==> src/cso_pkg.sv <==
// Shared codes and control types for the capsule overlap tester.
package cso_pkg;

  // Shape test selected by the command field
  localparam logic [1:0] CMD_CAPSULE = 2'd0;
  localparam logic [1:0] CMD_SPHERE  = 2'd1;
  localparam logic [1:0] CMD_BOX     = 2'd2;
  localparam logic [1:0] CMD_NONE    = 2'd3;

  // Configuration register indexes
  localparam logic [2:0] REG_CENTER_X    = 3'd0;
  localparam logic [2:0] REG_CENTER_Y    = 3'd1;
  localparam logic [2:0] REG_CENTER_Z    = 3'd2;
  localparam logic [2:0] REG_HALF_HEIGHT = 3'd3;
  localparam logic [2:0] REG_RADIUS      = 3'd4;

  // Reset values of the capsule shape (Q16.16: 50.0 and 25.0)
  localparam int RESET_HALF_HEIGHT = 3276800;
  localparam int RESET_RADIUS      = 1638400;

  // At or below this half height the capsule counts as a sphere at its center
  localparam int SHORT_HALF_HEIGHT = 32;

  // Per-stage control carried alongside the pipeline payload
  typedef struct packed {
    logic valid;
    logic live;
  } stage_ctl_t;

endpackage

==> src/cso_geom.sv <==
// Geometry front end: input register, clamps and per-axis distance magnitudes.
module cso_geom #(
  parameter int COORD_BITS = 32
) (
  input  logic                         clk,
  input  logic                         rst,
  input  logic                         accept,
  input  logic [1:0]                   command,
  input  logic signed [COORD_BITS-1:0] point_x,
  input  logic signed [COORD_BITS-1:0] point_y,
  input  logic signed [COORD_BITS-1:0] point_z,
  input  logic signed [COORD_BITS-1:0] box_max_x,
  input  logic signed [COORD_BITS-1:0] box_max_y,
  input  logic signed [COORD_BITS-1:0] box_max_z,
  input  logic [COORD_BITS-2:0]        other_radius,
  input  logic [COORD_BITS-2:0]        other_half_height,
  input  logic signed [COORD_BITS-1:0] center_x,
  input  logic signed [COORD_BITS-1:0] center_y,
  input  logic signed [COORD_BITS-1:0] center_z,
  input  logic [COORD_BITS-2:0]        half_height,
  input  logic [COORD_BITS-2:0]        radius,
  output cso_pkg::stage_ctl_t          ctl,
  output logic [COORD_BITS:0]          mag_x,
  output logic [COORD_BITS:0]          mag_y,
  output logic [COORD_BITS:0]          mag_z,
  output logic [COORD_BITS-1:0]        reach
);
  import cso_pkg::*;

  localparam int W  = COORD_BITS;
  localparam int W1 = COORD_BITS + 1;
  localparam int W2 = COORD_BITS + 2;

  // Clamp v into [lo, hi]; below lo wins over above hi
  function automatic logic signed [W-1:0] clamp_w(
    input logic signed [W-1:0] v,
    input logic signed [W-1:0] lo,
    input logic signed [W-1:0] hi
  );
    logic signed [W-1:0] r;
    if (v < lo) r = lo;
    else if (v > hi) r = hi;
    else r = v;
    return r;
  endfunction

  // Absolute value; the callers' operands always fit W+1 bits of magnitude
  function automatic logic [W:0] mag_of(input logic signed [W2-1:0] v);
    logic [W2-1:0] a;
    a = v[W2-1] ? W2'(-v) : W2'(v);
    return a[W:0];
  endfunction

  // Input register
  logic                in_valid;
  logic [1:0]          in_cmd;
  logic signed [W-1:0] in_px, in_py, in_pz, in_bx, in_by, in_bz;
  logic [W-2:0]        in_orad, in_ohh;

  always_ff @(posedge clk) begin
    if (rst) begin
      in_valid <= 1'b0;
    end else begin
      in_valid <= accept;
    end
    if (accept) begin
      in_cmd  <= command;
      in_px   <= point_x;
      in_py   <= point_y;
      in_pz   <= point_z;
      in_bx   <= box_max_x;
      in_by   <= box_max_y;
      in_bz   <= box_max_z;
      in_orad <= other_radius;
      in_ohh  <= other_half_height;
    end
  end

  // First stage: end-sphere centers, box clamp, lateral offsets
  logic signed [W1-1:0] hh_s, ohh_s, cz_s, pz_s;
  logic signed [W1-1:0] mt_next, mb_next, ot_next, ob_next;
  logic signed [W-1:0]  qx, qy, qz, xo, yo, zsrc_next;
  logic signed [W1-1:0] ex_next, ey_next;
  logic [W-1:0]         reach_next;
  logic                 live_next, box_cmd;

  always_comb begin
    hh_s    = W1'($signed({1'b0, half_height}));
    ohh_s   = W1'($signed({1'b0, in_ohh}));
    cz_s    = W1'(center_z);
    pz_s    = W1'(in_pz);
    mt_next = cz_s + hh_s;
    mb_next = cz_s - hh_s;
    ot_next = pz_s + ohh_s;
    ob_next = pz_s - ohh_s;

    qx = clamp_w(center_x, in_px, in_bx);
    qy = clamp_w(center_y, in_py, in_by);
    qz = clamp_w(center_z, in_pz, in_bz);

    box_cmd   = (in_cmd == CMD_BOX);
    xo        = box_cmd ? qx : in_px;
    yo        = box_cmd ? qy : in_py;
    zsrc_next = box_cmd ? qz : in_pz;
    // sign of the offset does not matter, only its magnitude
    ex_next   = W1'(center_x) - W1'(xo);
    ey_next   = W1'(center_y) - W1'(yo);

    reach_next = box_cmd ? W'(radius) : W'(radius) + W'(in_orad);

    case (in_cmd)
      CMD_CAPSULE, CMD_SPHERE, CMD_BOX: live_next = 1'b1;
      default:                          live_next = 1'b0;
    endcase
  end

  logic                 g1_valid, g1_live, g1_cap, g1_short;
  logic signed [W1-1:0] g1_mt, g1_mb, g1_ot, g1_ob, g1_ex, g1_ey;
  logic signed [W-1:0]  g1_zsrc;
  logic [W-1:0]         g1_reach;

  always_ff @(posedge clk) begin
    if (rst) begin
      g1_valid <= 1'b0;
    end else begin
      g1_valid <= in_valid;
    end
    g1_live  <= live_next;
    g1_cap   <= (in_cmd == CMD_CAPSULE);
    g1_short <= (half_height <= (W-1)'(SHORT_HALF_HEIGHT));
    g1_mt    <= mt_next;
    g1_mb    <= mb_next;
    g1_ot    <= ot_next;
    g1_ob    <= ob_next;
    g1_ex    <= ex_next;
    g1_ey    <= ey_next;
    g1_zsrc  <= zsrc_next;
    g1_reach <= reach_next;
  end

  // Second stage: closest axis point, Z gap, end-pair minimum
  logic signed [W1-1:0] zs1, ap;
  logic [W:0]           m0, m1, m2, m3, m01, m23, mz_min, az_next;

  always_comb begin
    zs1 = W1'(g1_zsrc);
    if (g1_short) ap = W1'(center_z);
    else if (zs1 < g1_mb) ap = g1_mb;
    else if (zs1 > g1_mt) ap = g1_mt;
    else ap = zs1;

    m0     = mag_of(W2'(g1_mt) - W2'(g1_ot));
    m1     = mag_of(W2'(g1_mt) - W2'(g1_ob));
    m2     = mag_of(W2'(g1_mb) - W2'(g1_ot));
    m3     = mag_of(W2'(g1_mb) - W2'(g1_ob));
    m01    = (m1 < m0) ? m1 : m0;
    m23    = (m3 < m2) ? m3 : m2;
    mz_min = (m23 < m01) ? m23 : m01;

    az_next = g1_cap ? mz_min : mag_of(W2'(zs1) - W2'(ap));
  end

  always_ff @(posedge clk) begin
    if (rst) begin
      ctl.valid <= 1'b0;
    end else begin
      ctl.valid <= g1_valid;
    end
    ctl.live <= g1_live;
    mag_x    <= mag_of(W2'(g1_ex));
    mag_y    <= mag_of(W2'(g1_ey));
    mag_z    <= az_next;
    reach    <= g1_reach;
  end

endmodule

==> config.mk <==
export PLATFORM = sky130hd
export DESIGN_NAME = cso_geom
export DESIGN_NICKNAME = d
export VERILOG_FILES = /design/src/cso_pkg.sv /design/src/cso_geom.sv
export SDC_FILE = /design/constraint.sdc
export NUM_CORES = 2
export LEC_CHECK = 0
export BUFFER_PORTS_ARGS = -buffer_cell sky130_fd_sc_hd__buf_2
export CELL_PAD_IN_SITES_DETAIL_PLACEMENT = 1
export CELL_PAD_IN_SITES_GLOBAL_PLACEMENT = 1
export CORE_MARGIN = 10
export CORE_UTILIZATION = 42
export CTS_CLUSTER_SIZE = 20
export DETAILED_ROUTE_END_ITERATION = 6
export PLACE_DENSITY_LB_ADDON = 0.1
export SLEW_MARGIN = 30
export SYNTH_ARGS = -nofsm -noshare
export SYNTH_HDL_FRONTEND = slang
export SYNTH_SLANG_ARGS = --single-unit
==> constraint.sdc <==
create_clock -name clk -period 9.1 [get_ports clk]
set_input_delay 1.365 -clock clk [delete_from_list [all_inputs] [get_ports clk]]
set_output_delay 1.365 -clock clk [all_outputs]
set_load 0.01 [all_outputs]
; ---- After elaboration in Yosys (flattened, before gate mapping)
; Index checks and enable logic that the tools add are counted.
[word_totals]
register_bits = 656
input_bits = 417
output_inout_bits = 133
[op_classes]
n_addsub = 19
n_lt_le_gt_ge = 12
n_eq_ne = 2
mux = 25
n_reduce_logical = 2
[ops]
columns = op, n
row1 = $mux 33, 12
row2 = $mux 32, 11
row3 = $neg 33->33, 7
row4 = $sub 33x33->34, 4
row5 = $sub 32x32->33, 4
row6 = $lt 33x33->1, 3
row7 = $gt 32x32->1, 3
row8 = $lt 32x32->1, 3
row9 = $add 32x32->33, 2
row10 = $sub 32x33->34, 1
row11 = $gt 32x33->1, 1
row12 = $lt 32x33->1, 1
row13 = $add 31x31->32, 1
row14 = $le 31x6->1 const B, 1
row15 = $mux 31, 1
row16 = $reduce_or 3->1, 1
row17 = $eq 2x1->1 const B, 1
row18 = $eq 2x2->1 const B, 1
row19 = $logic_not 2->1, 1
row20 = $mux 1, 1

; ---- Logic depth before layout (Yosys ltp)
[logic_depth]
ltp_word = 8
ltp_mapped = 48
mapped_depth_nobuf = 46

; ---- Worst setup path before layout
; No wires, ideal clock.
[synth_timing]
path_type = register -> register
start = register g1_mb[0]
end = register mag_z[24]
t_arrival_ns = 8.651
setup_slack_ns = 0.314
path_stages_with_launch = 47
n_path_buf = 2
cell_sequence = dfxtp_1 inv_1 ha_1 inv_1 fa_1 a211oi_1 o2111ai_1 a41o_1 a211o_1 o211ai_1 o2111ai_1 or4_1 or4_1 nor2_1 a31o_2 xor2_1 ha_1 a21oi_1 [11 not listed] mux2i_1 inv_1 ha_1 a21o_1 a21o_1 a21o_1 a21oi_1 nor2b_1 o21ai_0 nand2b_1 a21oi_1 nor2_1 a2111oi_0 o31a_1 and2_1 clkbuf_1 nor2b_1 a211oi_1
[synth_via]
elab_chain_len = 8
[synth_lines]
columns = element, line_no
row1 = "start, declared", cso_geom.sv:118  ; logic signed [W1-1:0] g1_mt, g1_mb, g1_ot, g1_ob, g1_ex, g1_ey;
row2 = "start signal, assigned", cso_geom.sv:132  ; g1_mb <= mb_next;
row3 = "$sub 33x33->34, on equally long branches", "cso_geom.sv:155, cso_geom.sv:154"
row4 = $neg 33->33, cso_geom.sv:50  ; a = v[W2-1] ? W2'(-v) : W2'(v);
row5 = $mux 33, cso_geom.sv:50
row6 = $lt 33x33->1, cso_geom.sv:157  ; m23 = (m3 < m2) ? m3 : m2;
row7 = $mux 33, cso_geom.sv:157
row8 = $lt 33x33->1, cso_geom.sv:158  ; mz_min = (m23 < m01) ? m23 : m01;
row9 = $mux 33, cso_geom.sv:158
row10 = $mux 33 (*), cso_geom.sv:160  ; az_next = g1_cap ? mz_min : mag_of(W2'(zs1) - W2'(ap));
row11 = named net az_next[24], cso_geom.sv:143  ; logic [W:0] m0, m1, m2, m3, m01, m23, mz_min, az_next;
row12 = "end signal, assigned", cso_geom.sv:172  ; mag_z <= az_next;
row13 = "end, declared", cso_geom.sv:25  ; output logic [COORD_BITS:0] mag_z,
; Mark *: on every way through the listed nets, which the timed path passes. The rest lies on a longest branch.
; A chain may end at the register's enable or synchronous reset.

; ---- Worst setup path in the final report
[layout_timing]
start = register g1_mb[0]
end = register mag_z[10]
; The elaborated chain is that of the path after synthesis.

==> run_summary.xml <==
<?xml version="1.0" encoding="UTF-8"?>
<metrics>
  <group name="run_status">
    <metric name="run_status" unit="">finished clean</metric>
  </group>
  <group name="floorplanning">
    <metric name="ios" unit="">550</metric>
    <metric name="design.core.area" unit="µm²">127200</metric>
    <metric name="fp.dieW" unit="µm">377.4</metric>
    <metric name="dieArea" unit="µm²">142400</metric>
    <metric name="floorplan.initialDensity" unit="%">42.18</metric>
    <metric name="chipHeight" unit="µm">377.4</metric>
    <metric name="floorplan.rows" unit="">131</metric>
  </group>
  <group name="final_layout">
    <metric name="final_standard_cell_count_with_taps_included_and_fillers_excluded" unit="">8929</metric>
    <metric name="final_net_count" unit="">8331</metric>
    <metric name="drive_above_1_share" unit="%">19.89</metric>
    <metric name="final_design_area_no_fill" unit="µm²">65240</metric>
    <metric name="area_growth" unit="%">21.60</metric>
    <metric name="fin_util" unit="%">51.29</metric>
  </group>
  <group name="sta">
    <metric name="setup_tns" unit="ns">0</metric>
    <metric name="timing.slew.headroom" unit="%">28.18</metric>
    <metric name="finalHoldViolCount" unit="">0</metric>
    <metric name="fraction_of_the_cycle_the_final_worst_path_needs" unit="%">96.52</metric>
    <metric name="finalWorstPathRequiredPeriod" unit="ns">8.783</metric>
    <metric name="timing_worst_slew_pin_value" unit="ns">1.069</metric>
    <metric name="setup_violations" unit="">0</metric>
    <metric name="timing_max_transition_violations_final" unit="">0</metric>
    <metric name="maxClockFrequency" unit="GHz">0.1139</metric>
    <metric name="fin_skew" unit="ns">0.08555</metric>
  </group>
  <group name="worst_setup_path">
    <metric name="reg2reg_from" unit="">g1_mb[0]</metric>
    <metric name="critPathArrivalTime" unit="ns">9.39</metric>
    <metric name="critical_path_peak_fanout" unit="">19</metric>
    <metric name="number_of_cells_on_the_worst_reg_to_reg_path" unit="">46</metric>
    <metric name="crit_path_top_delay_cell" unit="">sky130_fd_sc_hd__or4_4</metric>
    <metric name="critical_path_endpoint_category" unit="">flop</metric>
    <metric name="largest_stage_delay_on_the_critical_path" unit="ns">0.60</metric>
    <metric name="reg2reg_to" unit="">mag_z[10]</metric>
    <metric name="path_class" unit="">reg2reg</metric>
    <metric name="setup.worst_path.end" unit="">mag_z[10]</metric>
    <metric name="crit_path_start" unit="">g1_mb[0]</metric>
    <metric name="timing.reg2reg.setup_slack" unit="ns">0.32</metric>
    <metric name="crit_path_start_kind" unit="">flop</metric>
    <metric name="critPathRequiredTime" unit="ns">9.71</metric>
    <metric name="worst_path_most_repeated_cell" unit="">sky130_fd_sc_hd__o21a_1</metric>
  </group>
  <group name="route">
    <metric name="drt_pass1_iterations" unit="">5</metric>
    <metric name="wirelength_routed" unit="mm">211.4</metric>
    <metric name="drcViolationCount" unit="">0</metric>
    <metric name="drtIter0Drc" unit="">2478</metric>
    <metric name="ant_nets" unit="">0</metric>
    <metric name="via_count" unit="">50198</metric>
    <metric name="via_per_inst" unit="">5.622</metric>
    <metric name="avgRoutedWirePerCell" unit="µm">23.67</metric>
  </group>
  <group name="pwr">
    <metric name="power.static_leakage" unit="nW">30.67</metric>
    <metric name="power.density" unit="nW/µm²">486.6</metric>
    <metric name="power.ir.vdd_worst" unit="mV">0.5118</metric>
    <metric name="post-layout-total-power" unit="mW">31.74</metric>
  </group>
  <group name="logic_synthesis">
    <metric name="synth_enable_flop_cells" unit="">256</metric>
    <metric name="synth-async-reset-ratio" unit="%">0</metric>
    <metric name="postSynthRegisterBits" unit="">654</metric>
    <metric name="synthesis.nets" unit="">7367</metric>
    <metric name="synth_warnings" unit="">0</metric>
    <metric name="synth_cell_type_count" unit="">102</metric>
    <metric name="yosys_most_used_dff" unit="">sky130_fd_sc_hd__dfxtp_1</metric>
    <metric name="synthCells" unit="">6201</metric>
    <metric name="synth_seq_area_share" unit="%">29.18</metric>
    <metric name="syn_area" unit="µm²">53650</metric>
    <metric name="postSynthAreaPerCell" unit="µm²">8.652</metric>
  </group>
  <group name="placed_design">
    <metric name="placed_cell_area" unit="µm²">61660</metric>
    <metric name="dp.cells" unit="">8724</metric>
    <metric name="routabilityCongestion" unit="">0.9322</metric>
    <metric name="placement.io_buffers" unit="">549</metric>
    <metric name="dp_hpwl" unit="mm">178.8</metric>
  </group>
  <group name="worst_hold_path">
    <metric name="hp-class" unit="">reg2reg</metric>
  </group>
  <group name="global_routing">
    <metric name="global_route.usage.total" unit="%">28.41</metric>
    <metric name="grt_first_pass_wirelength" unit="mm">313.1</metric>
    <metric name="grt_overflow_total" unit="">0</metric>
    <metric name="grt_max_degree" unit="">141</metric>
    <metric name="grt_antenna_before_repair" unit="">86</metric>
    <metric name="vias_in_the_first_global_route" unit="">52307</metric>
  </group>
  <group name="clock_tree">
    <metric name="clock-root-buffer" unit="">sky130_fd_sc_hd__clkbuf_16</metric>
    <metric name="cts_made_buffers" unit="">79</metric>
    <metric name="clockBufferDepth" unit="">3</metric>
    <metric name="clock_tree.htree_level_count" unit="">3</metric>
    <metric name="hold_buffers" unit="">0</metric>
    <metric name="clk_pin_slew" unit="ns">0.06</metric>
    <metric name="cts_sinks" unit="">654</metric>
    <metric name="worst_skew_pair.late_latency" unit="ns">0.74</metric>
    <metric name="clock_tree_from_tritoncts" unit="">built</metric>
  </group>
  <group name="job">
    <metric name="cap_violations" unit="">0</metric>
  </group>
</metrics>
[per-stage QoR]
stage / hold WS, ns / setup WS, ns
6_report: 0.3220 / 0.3170
5_1_grt: 0.3298 / -0.08909
4_1_cts: 0.3216 / 0.01353
3_5_place_dp: 0.3135 / -0.3520
3_3_place_gp: 0.3099 / -0.08555
2_1_floorplan: 0.3096 / 0.3139
[sequential cells by signal, indices dropped and copies added (netlist names), 2 cells and up]
name,count
ctl,2
g1_ex,33
g1_ey,33
g1_mb,33
g1_mt,32
g1_ob,33
g1_ot,32
g1_reach,32
g1_zsrc,32
in_bx,32
in_by,32
in_bz,32
in_cmd,2
in_ohh,31
in_orad,31
in_px,32
in_py,32
in_pz,32
mag_x,33
mag_y,33
mag_z,33
reach,32
[cells in the mapped netlist (65+ instances only)]
cell	instances	area (µm²)
sky130_fd_sc_hd__xnor2_1	352	3083
sky130_fd_sc_hd__inv_1	616	2312
sky130_fd_sc_hd__a21oi_1	449	2247
sky130_fd_sc_hd__o21ai_0	384	1922
sky130_fd_sc_hd__nor2b_1	96	600.6
sky130_fd_sc_hd__a21o_1	195	1464
sky130_fd_sc_hd__o21a_1	83	623.1
sky130_fd_sc_hd__nand2_1	363	1363
sky130_fd_sc_hd__nor3_1	127	635.6
sky130_fd_sc_hd__nor2_1	416	1562
sky130_fd_sc_hd__edfxtp_1	256	7687
sky130_fd_sc_hd__mux2_2	65	732.0
sky130_fd_sc_hd__nand2b_1	105	656.9
sky130_fd_sc_hd__mux2i_1	109	1091
sky130_fd_sc_hd__clkbuf_1	145	544.3
sky130_fd_sc_hd__nand4_1	92	575.6
sky130_fd_sc_hd__dfxtp_1	398	7968
sky130_fd_sc_hd__ha_1	737	9221
sky130_fd_sc_hd__and3_1	70	437.9
sky130_fd_sc_hd__xor2_1	157	1375
sky130_fd_sc_hd__nand3_1	119	595.6
[critical path: cells and delay by family (launching register included)]
kind            cells  cell delay (ns)
simple gates       10             1.92
buf+inv             6             0.75
flops               1             0.33
mux                 1             0.25
compound gates     23             3.95
fa+ha+maj           4             1.03
xor+xnor            2             0.43
[cell usage in the layout, fill, tap and decap left out, drive strengths merged, types with 127 or more instances in the layout]
cell type / netlist / final
buf: 26 / 1054
ha: 737 / 737
inv: 619 / 622
a21oi: 450 / 450
nor2: 417 / 417
dfxtp: 398 / 398
o21ai: 393 / 393
nand2: 364 / 364
xnor2: 352 / 352
edfxtp: 256 / 256
a21o: 195 / 195
xor2: 157 / 157
nor3: 127 / 127
[how the worst min path moves through the flow]
| stage | endpoint | cells after the start | start | slack, ns |
|---|---|---|---|---|
| after detailed placement | reach[29] | 0 | g1_reach[29] | 0.31 |
| after CTS | reach[7] | 0 | g1_reach[7] | 0.32 |
| after global routing | reach[14] | 0 | g1_reach[14] | 0.33 |
| after global placement | reach[20] | 0 | g1_reach[20] | 0.31 |
| final | reach[13] | 0 | g1_reach[13] | 0.32 |
| after floorplan | ctl[0] | 0 | g1_live | 0.31 |
[timing repair]
item	in CTS	in global routing
gates cloned	0	1
setup buffers	1	19
setup endpoints to repair	32	32
pin swaps	1	53
gates resized for setup	9	138
[final cells by class]
class | count | area, µm²
Sequential cell | 654 | 15670
Clock buffer | 110 | 2246
Multi-Input combinational cell | 4756 | 35640
Tap cell | 1662 | 2079
Antenna cell | 37 | 92.59
Clock inverter | 36 | 432.9
Inverter | 620 | 2327
Fill cell | 15157 | 61950
Timing Repair Buffer | 1054 | 6755
[logic make-up (layout without fill, tap and decap cells)]
logic type,count (synthesis),after routing,synth area share (%)
AOI/OAI and AO/OA,1684,1684,20.46
and+or+nand+nor,1633,1633,15.21
other,0,37,0
xor gates and xnor gates,509,509,8.309
adders and majority gates,750,750,17.66
buffers and inverters,791,1820,5.613
muxes,180,180,3.575
DFF,654,654,29.18
[where the power goes]
part | leakage (nW) | switching (mW) | total, mW | internal (mW)
Clock | 1.30 | 1.41 | 3.27 | 1.86
Combinational | 23.5 | 13.2 | 24.1 | 10.9
Sequential | 5.86 | 0.552 | 4.36 | 3.81
[metal layers]
| metal | GRT usage [%] | wire length, µm | vias to the layer above |
|---|---|---|---|
| met5 | 0 | 354 | - |
| met4 | 12.91 | 10180 | 54 |
| met3 | 5.085 | 11180 | 419 |
| met2 | 49.12 | 102100 | 1138 |
| met1 | 34.12 | 87560 | 24327 |
| li1 | - | - | 24260 |
Note: power is estimated with default switching activity, not from simulation.
